===== config.mk =====
export PLATFORM = sky130hd
export DESIGN_NAME = mains_sync_phase_dimmer
export DESIGN_NICKNAME = d
export VERILOG_FILES = /design/src/rtl/msd_pkg.sv /design/src/rtl/msd_sample_cell.sv /design/src/rtl/msd_phase_unit.sv /design/src/rtl/mains_sync_phase_dimmer.sv
export SDC_FILE = /design/constraint.sdc
export NUM_CORES = 1
export LEC_CHECK = 0
export ABC_AREA = 0
export ABC_CLOCK_PERIOD_IN_PS = 34100
export BUFFER_PORTS_ARGS = -buffer_cell sky130_fd_sc_hd__buf_2
export CORE_ASPECT_RATIO = 0.6
export CORE_UTILIZATION = 60
export DETAILED_ROUTE_END_ITERATION = 10
export PLACE_DENSITY = 0.85
export SYNTH_ARGS = -nofsm -noshare
export SYNTH_HDL_FRONTEND = slang
export SYNTH_HIERARCHICAL = 1
export SYNTH_SLANG_ARGS = --single-unit
export TNS_END_PERCENT = 50

===== constraint.sdc =====
create_clock -name clk -period 34.1 [get_ports clk]
set_input_delay 3.41 -clock clk [delete_from_list [all_inputs] [get_ports clk]]
set_output_delay 3.41 -clock clk [all_outputs]
set_load 0.01 [all_outputs]

===== src/rtl/msd_pkg.sv =====
// msd_pkg: types, constants and the bias ladder for the mains sync phase dimmer
// no dependencies; imported by every module of the block
`default_nettype none

package msd_pkg;

  typedef enum logic {
    FUNC_CROSSING = 1'b0,
    FUNC_LEVEL    = 1'b1
  } func_t;

  typedef enum logic [1:0] {
    REG_TOLERANCE      = 2'd0,
    REG_SYNC_OFFSET    = 2'd1,
    REG_LOCK_THRESHOLD = 2'd2,
    REG_UNUSED         = 2'd3
  } reg_index_t;

  // status that travels with each result word
  typedef struct packed {
    logic signed [6:0] bias;
    logic              in_tol;
    logic              locked;
  } msd_status_t;

  localparam logic [15:0] RESET_SAMPLE      = 16'h1710;
  localparam logic [9:0]  TOL_RESET         = 10'd32;
  localparam logic [15:0] SYNC_OFFSET_RESET = 16'd570;
  localparam logic [7:0]  LOCK_THR_RESET    = 8'h7F;
  localparam logic [7:0]  LOCK_MAX          = 8'd255;
  localparam logic [7:0]  LEVEL_RESET       = 8'd64;

  localparam logic signed [6:0] BIAS_BIG   = 7'sd48;
  localparam logic signed [6:0] BIAS_MID   = 7'sd8;
  localparam logic signed [6:0] BIAS_SMALL = 7'sd2;
  localparam logic signed [6:0] BIAS_TINY  = 7'sd1;
  localparam logic signed [6:0] BIAS_NONE  = 7'sd0;

  // largest threshold first
  function automatic logic signed [6:0] pick_bias(input logic [15:0] off);
    logic signed [6:0] b;
    if (off > 16'd64) begin
      b = BIAS_BIG;
    end else if (off > 16'd32) begin
      b = BIAS_MID;
    end else if (off > 16'd16) begin
      b = BIAS_SMALL;
    end else if (off > 16'd2) begin
      b = BIAS_TINY;
    end else begin
      b = BIAS_NONE;
    end
    return b;
  endfunction

endpackage

`default_nettype wire


===== src/rtl/msd_sample_cell.sv =====
// msd_sample_cell: one cell of the interval history chain
// holds one sample and hands it to the next cell on shift; uses msd_pkg
`default_nettype none

module msd_sample_cell
  import msd_pkg::*;
(
  input  logic        clk,
  input  logic        rst,
  input  logic        shift,
  input  logic [15:0] din,
  output logic [15:0] dout
);

  logic [15:0] sample;

  always_ff @(posedge clk) begin
    if (rst) begin
      sample <= RESET_SAMPLE;
    end else if (shift) begin
      sample <= din;
    end
  end

  assign dout = sample;

endmodule

`default_nettype wire


===== src/rtl/msd_phase_unit.sv =====
// msd_phase_unit: period times level product stage and the output register
// takes the tracker state one word at a time; uses msd_pkg
`default_nettype none

module msd_phase_unit
  import msd_pkg::*;
(
  input  logic        clk,
  input  logic        rst,
  input  logic        s_valid,
  output logic        s_ready,
  input  logic [15:0] s_average,
  input  logic [7:0]  s_level,
  input  msd_status_t s_status,
  output logic        out_valid,
  input  logic        out_stall,
  output logic [15:0] period,
  output logic [15:0] phase,
  output msd_status_t out_status
);

  logic        s2_valid;
  logic [15:0] s2_average;
  logic [23:0] s2_prod;
  msd_status_t s2_status;
  logic        out_adv;
  logic        s2_adv;

  assign out_adv = !out_valid || !out_stall;
  assign s2_adv  = !s2_valid || out_adv;
  assign s_ready = s2_adv;

  always_ff @(posedge clk) begin
    if (rst) begin
      s2_valid  <= 1'b0;
      out_valid <= 1'b0;
    end else begin
      if (s2_adv) begin
        s2_valid <= s_valid;
      end
      if (out_adv) begin
        out_valid <= s2_valid;
      end
    end
  end

  always_ff @(posedge clk) begin
    if (s2_adv && s_valid) begin
      s2_average <= s_average;
      s2_prod    <= 24'(s_average) * 24'(s_level);
      s2_status  <= s_status;
    end
    if (out_adv && s2_valid) begin
      period     <= s2_average;
      phase      <= s2_average - s2_prod[23:8];
      out_status <= s2_status;
    end
  end

  // the cut is period * level / 256 with level below 256
  a_phase_le_period: assert property (@(posedge clk) disable iff (rst)
    out_valid |-> phase <= period)
    else $error("phase above period");

  a_s2_holds: assert property (@(posedge clk) disable iff (rst)
    s2_valid && out_valid && out_stall |=> s2_valid)
    else $error("product stage dropped a word");

endmodule

`default_nettype wire


===== src/rtl/mains_sync_phase_dimmer.sv =====
// mains_sync_phase_dimmer: top level, half-cycle tracker and interval history chain
// uses msd_pkg, msd_sample_cell and msd_phase_unit
//
// Tracks the mains half-cycle from zero-crossing words and gives the triac
// PWM period, phase and bias. One input word is taken every cycle when the
// output side keeps up; each word gives one registered result. The rate is
// set by the tracker update, which does the tolerance check, the history
// chain shift, the running sum and the new average in the cycle a word is
// taken; the bias that follows from a crossing is settled in the next cycle
// and forwarded to a crossing that comes right behind it.
// The interval history is a chain of SAMPLES cells, oldest at the far end.
// Reset puts the block in its start state at once, with no clearing pass.
`default_nettype none

module mains_sync_phase_dimmer
  import msd_pkg::*;
#(
  parameter int SAMPLES = 16
) (
  input  logic               clk,
  input  logic               rst,
  input  logic               cfg_write,
  input  logic [1:0]         cfg_index,
  input  logic [15:0]        cfg_data,
  input  logic               in_valid,
  output logic               in_stall,
  input  logic               func,
  input  logic [15:0]        interval,
  input  logic [15:0]        pwm_count,
  input  logic [7:0]         level,
  output logic               out_valid,
  input  logic               out_stall,
  output logic [15:0]        period,
  output logic [15:0]        phase,
  output logic signed [6:0]  bias,
  output logic               in_tolerance,
  output logic               locked
);

  localparam int SHW   = $clog2(SAMPLES);
  localparam bit POW2  = (SAMPLES == (1 << SHW));
  localparam int SUM_W = 16 + SHW;
  localparam int K     = SUM_W + SHW;
  localparam int MW    = SUM_W + 1;
  localparam logic [63:0] RECIP = ((64'd1 << K) + 64'(SAMPLES) - 64'd1) / 64'(SAMPLES);
  localparam logic [SUM_W-1:0] SUM_RESET = SUM_W'(SAMPLES) * SUM_W'(RESET_SAMPLE);

  // configuration
  logic [9:0]  tolerance;
  logic [15:0] sync_offset;
  logic [7:0]  lock_threshold;

  // tracker state
  logic [SUM_W-1:0] running_sum;
  logic [15:0]      average;
  logic [7:0]       lockdown;
  logic signed [6:0] bias_val;
  logic [7:0]       dim_level;
  logic [15:0]      sync_capture;
  logic             last_in_tol;

  // first stage
  logic s1_valid;
  logic s1_cross;

  logic        accept;
  logic        is_cross;
  logic        ph_ready;
  logic [15:0] win_lo;
  logic [15:0] win_hi;
  logic        in_window;
  logic        take;
  logic        shift;
  logic [15:0] oldest;
  logic [SUM_W-1:0] sum_next;
  logic [15:0] quot;
  logic [15:0] average_next;
  logic signed [6:0] bias_comb;
  logic signed [6:0] bias_eff;
  logic [15:0] off_raw;
  logic [15:0] off_fold;
  logic [15:0] mid;
  msd_status_t s1_status;
  msd_status_t out_status;

  logic [15:0] taps [SAMPLES];

  assign accept   = in_valid && !in_stall;
  assign is_cross = (func_t'(func) == FUNC_CROSSING);
  assign in_stall = s1_valid && !ph_ready;

  // tolerance window wraps at 16 bits
  assign win_lo    = average - 16'(tolerance);
  assign win_hi    = average + 16'(tolerance);
  assign in_window = (interval > win_lo) && (interval < win_hi);
  assign take      = (lockdown > lock_threshold) || in_window;
  assign shift     = accept && is_cross && take;
  assign oldest    = taps[SAMPLES-1];

  // interval history chain
  for (genvar i = 0; i < SAMPLES; i++) begin : g_cells
    if (i == 0) begin : g_head
      msd_sample_cell u_cell (
        .clk  (clk),
        .rst  (rst),
        .shift(shift),
        .din  (interval),
        .dout (taps[i])
      );
    end else begin : g_body
      msd_sample_cell u_cell (
        .clk  (clk),
        .rst  (rst),
        .shift(shift),
        .din  (taps[i-1]),
        .dout (taps[i])
      );
    end
  end

  always_comb begin
    if (take) begin
      sum_next = running_sum - SUM_W'(oldest) + SUM_W'(interval);
    end else begin
      sum_next = running_sum;
    end
  end

  if (POW2) begin : g_shift_div
    assign quot = sum_next[SHW +: 16];
  end else begin : g_recip_div
    logic [SUM_W+MW-1:0] recip_prod;
    assign recip_prod = (SUM_W+MW)'(sum_next) * (SUM_W+MW)'(RECIP[MW-1:0]);
    assign quot = recip_prod[K +: 16];
  end

  // bias of a crossing still in the first stage is forwarded
  assign bias_eff     = (s1_valid && s1_cross) ? bias_comb : bias_val;
  assign average_next = quot + 16'(bias_eff);

  // sync point against the settled average
  always_comb begin
    off_raw  = sync_capture + average - sync_offset;
    off_fold = (off_raw > average) ? (off_raw - average) : off_raw;
    mid      = {1'b0, average[15:1]};
    if (off_fold < mid) begin
      bias_comb = pick_bias(off_fold);
    end else begin
      bias_comb = -pick_bias(average - off_fold);
    end
  end

  always_ff @(posedge clk) begin
    if (rst) begin
      tolerance      <= TOL_RESET;
      sync_offset    <= SYNC_OFFSET_RESET;
      lock_threshold <= LOCK_THR_RESET;
    end else if (cfg_write) begin
      case (reg_index_t'(cfg_index))
        REG_TOLERANCE:      tolerance      <= cfg_data[9:0];
        REG_SYNC_OFFSET:    sync_offset    <= cfg_data;
        REG_LOCK_THRESHOLD: lock_threshold <= cfg_data[7:0];
        default: ;
      endcase
    end
  end

  always_ff @(posedge clk) begin
    if (rst) begin
      running_sum  <= SUM_RESET;
      average      <= RESET_SAMPLE;
      lockdown     <= LOCK_MAX;
      bias_val     <= BIAS_NONE;
      dim_level    <= LEVEL_RESET;
      sync_capture <= 16'd0;
      last_in_tol  <= 1'b0;
      s1_valid     <= 1'b0;
      s1_cross     <= 1'b0;
    end else begin
      if (s1_valid && s1_cross) begin
        bias_val <= bias_comb;
      end
      if (accept) begin
        s1_valid <= 1'b1;
        s1_cross <= is_cross;
        if (is_cross) begin
          sync_capture <= pwm_count;
          running_sum  <= sum_next;
          average      <= average_next;
          last_in_tol  <= in_window;
          if (in_window && lockdown != 8'd0) begin
            lockdown <= lockdown - 8'd1;
          end else if (!in_window && lockdown != LOCK_MAX) begin
            lockdown <= lockdown + 8'd1;
          end
        end else begin
          dim_level <= level;
        end
      end else if (ph_ready) begin
        s1_valid <= 1'b0;
      end
    end
  end

  assign s1_status.bias   = bias_eff;
  assign s1_status.in_tol = last_in_tol;
  assign s1_status.locked = (lockdown <= lock_threshold);

  msd_phase_unit u_phase (
    .clk       (clk),
    .rst       (rst),
    .s_valid   (s1_valid),
    .s_ready   (ph_ready),
    .s_average (average),
    .s_level   (dim_level),
    .s_status  (s1_status),
    .out_valid (out_valid),
    .out_stall (out_stall),
    .period    (period),
    .phase     (phase),
    .out_status(out_status)
  );

  assign bias         = out_status.bias;
  assign in_tolerance = out_status.in_tol;
  assign locked       = out_status.locked;

  a_level_keeps_average: assert property (@(posedge clk) disable iff (rst)
    accept && !is_cross |=> average == $past(average))
    else $error("level word changed the average");

  a_lockdown_saturates: assert property (@(posedge clk) disable iff (rst)
    accept && is_cross && !in_window && lockdown == LOCK_MAX |=> lockdown == LOCK_MAX)
    else $error("lockdown wrapped past its top");

  a_bias_on_ladder: assert property (@(posedge clk) disable iff (rst)
    bias_val == BIAS_NONE || bias_val == BIAS_TINY || bias_val == -BIAS_TINY ||
    bias_val == BIAS_SMALL || bias_val == -BIAS_SMALL || bias_val == BIAS_MID ||
    bias_val == -BIAS_MID || bias_val == BIAS_BIG || bias_val == -BIAS_BIG)
    else $error("bias off the ladder");

endmodule

`default_nettype wire

==> Word level (Yosys, flattened, before mapping) <==
Index checks and enable logic that the tools add are counted.
{ "word_totals": {"mem_bits_ro": 0, "n_memories": 0, "reg_bits": 460, "output_inout_bits": 43, "ram_bits": 0, "elab_cells": 120, "input_bits": 64, "latch_bits": 0} }
{ "classes": {"multipliers": 1, "addsub": 13, "bitwise": 1, "shifts": 0, "magnitude_cmp": 14, "n_mux": 17, "div": 0, "eq_ne": 3, "n_reduce_logical": 30} }
{ "op_table": {"columns": ["op", "count"], "rows": [
  ["$sub A16 B16 Y16", 4],
  ["$add A16 B16 Y16", 2],
  ["$gt A16 B16 Y1", 2],
  ["$gt A16 B2 Y1 const B", 2],
  ["$gt A16 B5 Y1 const B", 2],
  ["$gt A16 B6 Y1 const B", 2],
  ["$gt A16 B7 Y1 const B", 2],
  ["$mul A16 B8 Y24", 1],
  ["$mux W7", 3],
  ["$add A20 B16 Y20", 1],
  ["$mux W20", 1],
  ["$sub A20 B16 Y20", 1],
  ["$add A16 B10 Y16", 1],
  ["$lt A16 B15 Y1", 1],
  ["$lt A16 B16 Y1", 1],
  ["$mux W16", 1],
  ["$mux W8", 2],
  ["$sub A16 B10 Y16", 1],
  ["$mux W6", 2],
  ["$logic_and A1 B1 Y1", 10],
  ["$reduce_and A2 Y1", 5],
  ["$add A8 B1 Y8 const B", 1],
  ["$gt A8 B8 Y1", 1],
  ["$le A8 B8 Y1", 1],
  ["other kinds (15)", 29]
]} }

==> Logic depth before layout (Yosys ltp) <==
{ "depth": {"ltp_word": 15, "depth_mapped": 55, "depth_no_buf": 53} }

==> Hierarchy <==
Netlist, hierarchy kept.
{ "by_module_without_submodules": {"columns": ["module", "seq_area_each_um2", "cells_per_inst", "n_inst", "area_per_inst_um2"], "rows": [
  ["mains_sync_phase_dimmer", 2242.2, 1586, 1, 12019.0],
  ["msd_sample_cell", 320.3, 52, 16, 594.3],
  ["msd_phase_unit", 2502.4, 627, 1, 7180.6]
]} }

==> Least setup slack after synthesis <==
Ideal clock, no wire load.
{ "synth_timing": {"path_kind": "flip-flop to flip-flop", "startpoint": "reg average[1]", "endpoint": "reg average[15]", "arrival_ps": 11148, "period_less_slack_ps": 11264, "setup_slack_ps": 22836, "stages_incl_launch_ff": 54, "t_required_ps": 33984, "setup_ps": 116, "path_cell_list": "dfxtp_1 clkbuf_1 inv_1 fa_1 fa_1 nor2b_1 o31a_1 o31a_1 o21ai_0 a21boi_0 o21ai_0 a21boi_0 o221a_2 a21oi_1 xnor2_1 ha_1 and4_1 nand2_1 [... 18 more ...] nor2b_1 a21oi_1 a21oi_1 ha_1 a21o_1 a21oi_1 o21bai_1 a21oi_1 o21bai_1 a211oi_1 o311ai_0 a21oi_1 xnor2_1 or3b_2 o221ai_1 a2111oi_0 a2111o_1 o211a_1"} }
{ "synth_between": {"elab_chain_len": 15} }
{ "synth_rtl": {"columns": ["element", "line_no", "rtl"], "rows": [
  ["start: declaration", "mains_sync_phase_dimmer.sv:55", "logic [15:0] average;"],
  ["start signal: assignment", "mains_sync_phase_dimmer.sv:189", "average <= average_next;"],
  ["$add A16 B16 Y16", "mains_sync_phase_dimmer.sv:143", "off_raw = sync_capture + average - sync_offset;"],
  ["$sub A16 B16 Y16", "mains_sync_phase_dimmer.sv:143", null],
  ["$sub A16 B16 Y16 / $gt A16 B16 Y1 (equally long branches)", "mains_sync_phase_dimmer.sv:144", "off_fold = (off_raw > average) ? (off_raw - average) : off_raw;"],
  ["$mux W16", "mains_sync_phase_dimmer.sv:144", null],
  ["$sub A16 B16 Y16", "mains_sync_phase_dimmer.sv:149", "bias_comb = -pick_bias(average - off_fold);"],
  ["$gt A16 B2 Y1", "msd_pkg.sv:48", "end else if (off > 16'd2) begin"],
  ["$mux W1", "msd_pkg.sv:48", null],
  ["$mux W2", "msd_pkg.sv:46", "end else if (off > 16'd16) begin"],
  ["$mux W4", "msd_pkg.sv:44", "end else if (off > 16'd32) begin"],
  ["$mux W6", "msd_pkg.sv:42", "if (off > 16'd64) begin"],
  ["$mux W7", "mains_sync_phase_dimmer.sv:146", "if (off_fold < mid) begin"],
  ["$neg A7 Y7", "mains_sync_phase_dimmer.sv:149", null],
  ["$mux W7 *", "mains_sync_phase_dimmer.sv:146", null],
  ["$mux W7 *", null, null],
  ["net bias_eff[1]", "mains_sync_phase_dimmer.sv:79", "logic signed [6:0] bias_eff;"],
  ["$add A16 B16 Y16 *", "mains_sync_phase_dimmer.sv:139", "assign average_next = quot + 16'(bias_eff);"]
]} }
Mark *: on every way through the listed nets, which the timed path passes. The rest lies on a longest branch. The select of a mux whose other input is x is not followed.
A chain may end at the register's enable or synchronous reset.

==> Worst setup path in the final report <==
{ "layout_timing": {"startpoint": "reg average[2]", "endpoint": "reg average[15]"} }
Same word-level chain as after synthesis.

==> summary.txt <==
most common cell in the netlist: dfxtp_1
final clock skew: 0.0146 ns
number of global-route vias before repair: 21200
antenna violations before repair: 1
number of standard cells after synthesis: 3045
yosys warns: 6
area fraction of the dominant cell type after synthesis: 0.258
Post-Route Utilization: 0.658
horizontal die dimension: 284 um
final hold viol count: 0
internal power of the cells: 0.00162 W
clk sink count: 452
PwrDens: 100 nW/um2
DRT antenna net count: 0
average footprint of a synthesized cell: 9.43 um2
path type of the worst setup path: register to register
static leakage: 13.5 nW
proportion of synthesized chip area in sequential cells: 0.344
share of total power in the clock network: 0.152
floorplan die area: 48800 um2
Least-Margin Pin Slew: 1.26 ns
highest ir drop seen on vdd: 0.111 mV
design area: 30800 um2
Total Power Consumption: 0.00309 W
post-detail-place hpwl: 49.3 mm
critical path peak fanout: 23
Critical Path AT: 13.99 ns
clock latency of the later-clocked register in the worst-skew pair: 0.57 ns
# hold bufs at CTS: 0
initial standard-cell utilization of the core: 0.614
P&R area growth vs syn: 7.23%
Top Ports: 107
buffer type at the clock tree root: clkbuf_16
EDFF count, synth: 82
setup repair after global routing missed its margin: false
gp weighted congestion: 0.947
Synth top cells by count: 370 x dfxtp_1, 320 x inv_1, 301 x nor2_1
result of the run: finished, final reports clean
Unique masters post-synth: 99
detailed-route wire length per cell: 17.9 um
Switching Power: 0.00147 W
post-detailed-placement cell area: 29400 um2
maximum level of the CTS H-tree: 2
via/cell ratio: 5.75
Routed Wire Length: 67.3 mm
total core area: 46800 um2
final total negative setup slack: 0 ns
netlist area before placement: 28700 um2
fraction of registers with async set/reset: 0
total vias in the final route: 21600
synthesized flop and latch total: 452
post-cts gate resize count: 0
Die Span Y: 171 um
total track usage: 0.274
IO Port Bufs: 106
final critical delay including setup and external delays: 13.54 ns
global-route wire length before repair: 108 mm
clock input transition at the sequential cells of the worst setup and hold paths: 0.06 ns
logic gate share of total power: 0.646
worst relative slew slack: 0.153
total number of placement rows: 61
Worst path max stage delay: 0.74 ns
Post-Syn Nets: 3442
DRT iter0 DRCs: 1971
number of failing setup endpoints in the final timing report: 0
crit start category: register
number of max-cap violations: 0
flip-flop cell with the highest count after synthesis: dfxtp_1
TritonCTS Buffers: 43
Crit. End Element: register
path class of the lowest-slack min-delay path: register to register
first-pass iteration count of the detailed router: 6
library cell with the largest summed area after synthesis: dfxtp_1
post-CTS repair timing setup buffer count: 0
share of the clock period used by the worst path after layout: 0.397
largest net degree at the start of global routing: 215
Congestion Overflow GR: 0
Switching Share: 0.475
data required time of the worst path: 34.56 ns
top area cells in the synthesized netlist: dfxtp_1 26%, ha_1 9.3%, edfxtp_1 8.6%, fa_1 8.4%, mux2i_1 6.7%
layout cells sized above 1: 0.0903
NumNets Final: 3499
CTS max path bufs: 3
slowest cell on the critical path: dfxtp_1
sequential share of power: 0.202
maximum operating frequency: 73.9 MHz
max-slew violation total from the final report: 0
number of DRC violations after detailed routing: 0
TritonCTS clock tree: built
-- cells by family (layout without fill, tap and decap cells) --
group	Yosys count	in the layout	synth area share
compound gates	575	575	0.140
xor+xnor	120	120	0.0366
fa+ha+maj	335	335	0.177
buf+inv	441	530	0.0720
flops	452	452	0.344
mux	197	197	0.0693
other cells	0	2	0
simple gates	925	925	0.161
-- worst paths after layout --
| kind | from | end | slack, ns | cells past startpoint |
|---|---|---|---|---|
| min | u_phase/s2_status[7] | u_phase/out_status[7] | 0.41 | 0 |
| min reg2reg | u_phase/s2_status[7] | u_phase/out_status[7] | 0.41 | 0 |
| max | average[2] | average[15] | 20.56 | 51 |
| max reg2reg | average[2] | average[15] | 20.56 | 51 |
-- area by class of cell --
class,count,area [um2]
tap,630,788
multi-input combinational,2152,16800
sequential,452,9870
clock buffer,59,1240
antenna,2,5.00
clock inverter,18,150
fill,3612,16000
timing repair buffer,128,718
inverter,325,1230
-- sequential cells by signal, indices dropped and copies added, names as in the netlist, 8 cells and up --
signal and count:
u_phase/s2_prod 16, tolerance 10, u_phase/out_status 9, average 16, sync_capture 16, u_phase/s2_average 16
u_phase/s2_status 9, sync_offset 16, lockdown 8, dim_level 8, g_cells.g_body.u_cell/dout 240, u_phase/period 16
g_cells.g_head.u_cell/dout 16, running_sum 20, lock_threshold 8, u_phase/phase 16
-- metrics by stage --
step	hold WS (ns)	setup WS [ns]	cells
global placement	0.404	21.72	3687
CTS	0.402	20.88	3764
finish	0.409	20.56	3766
global route	0.403	19.36	3764
floorplan	0.400	22.84	3045
detailed placement	0.405	20.96	3687
-- placed cells by master (no fill, tap or decap), drive strengths merged, types with 5 or more instances in the layout --
master,count
a211o,88
a211oi,24
a21boi,9
a21o,40
a21oi,167
a31oi,7
and2,129
and2b,32
and3,16
buf,128
clkbuf,59
clkinv,14
dfxtp,370
edfxtp,82
fa,120
ha,213
inv,326
mux2,5
mux2i,192
nand2,214
nand2b,22
nand3,34
nand3b,6
nand4,21
nor2,301
nor2b,67
nor3,30
nor3b,8
nor4,9
o211ai,25
o21a,33
o21ai,91
o21bai,22
o311ai,7
o31ai,10
or2,8
or3,15
xnor2,91
xor2,29
-- worst max-delay path, delay by kind of cell (launching register included) --
| kind | cells | cell delay, ns |
|---|---|---|
| multiplexers | 1 | 0.28 |
| AO/OA/AOI/OAI | 27 | 7.03 |
| buffers and inverters | 3 | 0.44 |
| AND/OR/NAND/NOR | 12 | 2.55 |
| flip-flops | 1 | 0.74 |
| adder cells (fa/ha/maj) | 6 | 2.03 |
| XOR/XNOR | 2 | 0.36 |
-- layer usage --
layer | share of wire | GRT usage | vias up
li1 | - | - | 10500
met1 | 0.46 | 0.380 | 10300
met2 | 0.43 | 0.437 | 788
met3 | 0.083 | 0.0538 | 121
met4 | 0.025 | 0.0748 | 0
met5 | 0 | 0 | -
-- power groups by stage --
stage	registers (W)	clock network, W	logic [W]
CTS	0.000621	0.000481	0.00193
finish	0.000622	0.000470	0.00199
floorplan	0.000633	0	0.00148
global route	0.000626	0.000501	0.00217
global placement	0.000630	0	0.00184
detailed placement	0.000633	0	0.00192
Note: power is estimated with default switching activity, not from simulation.
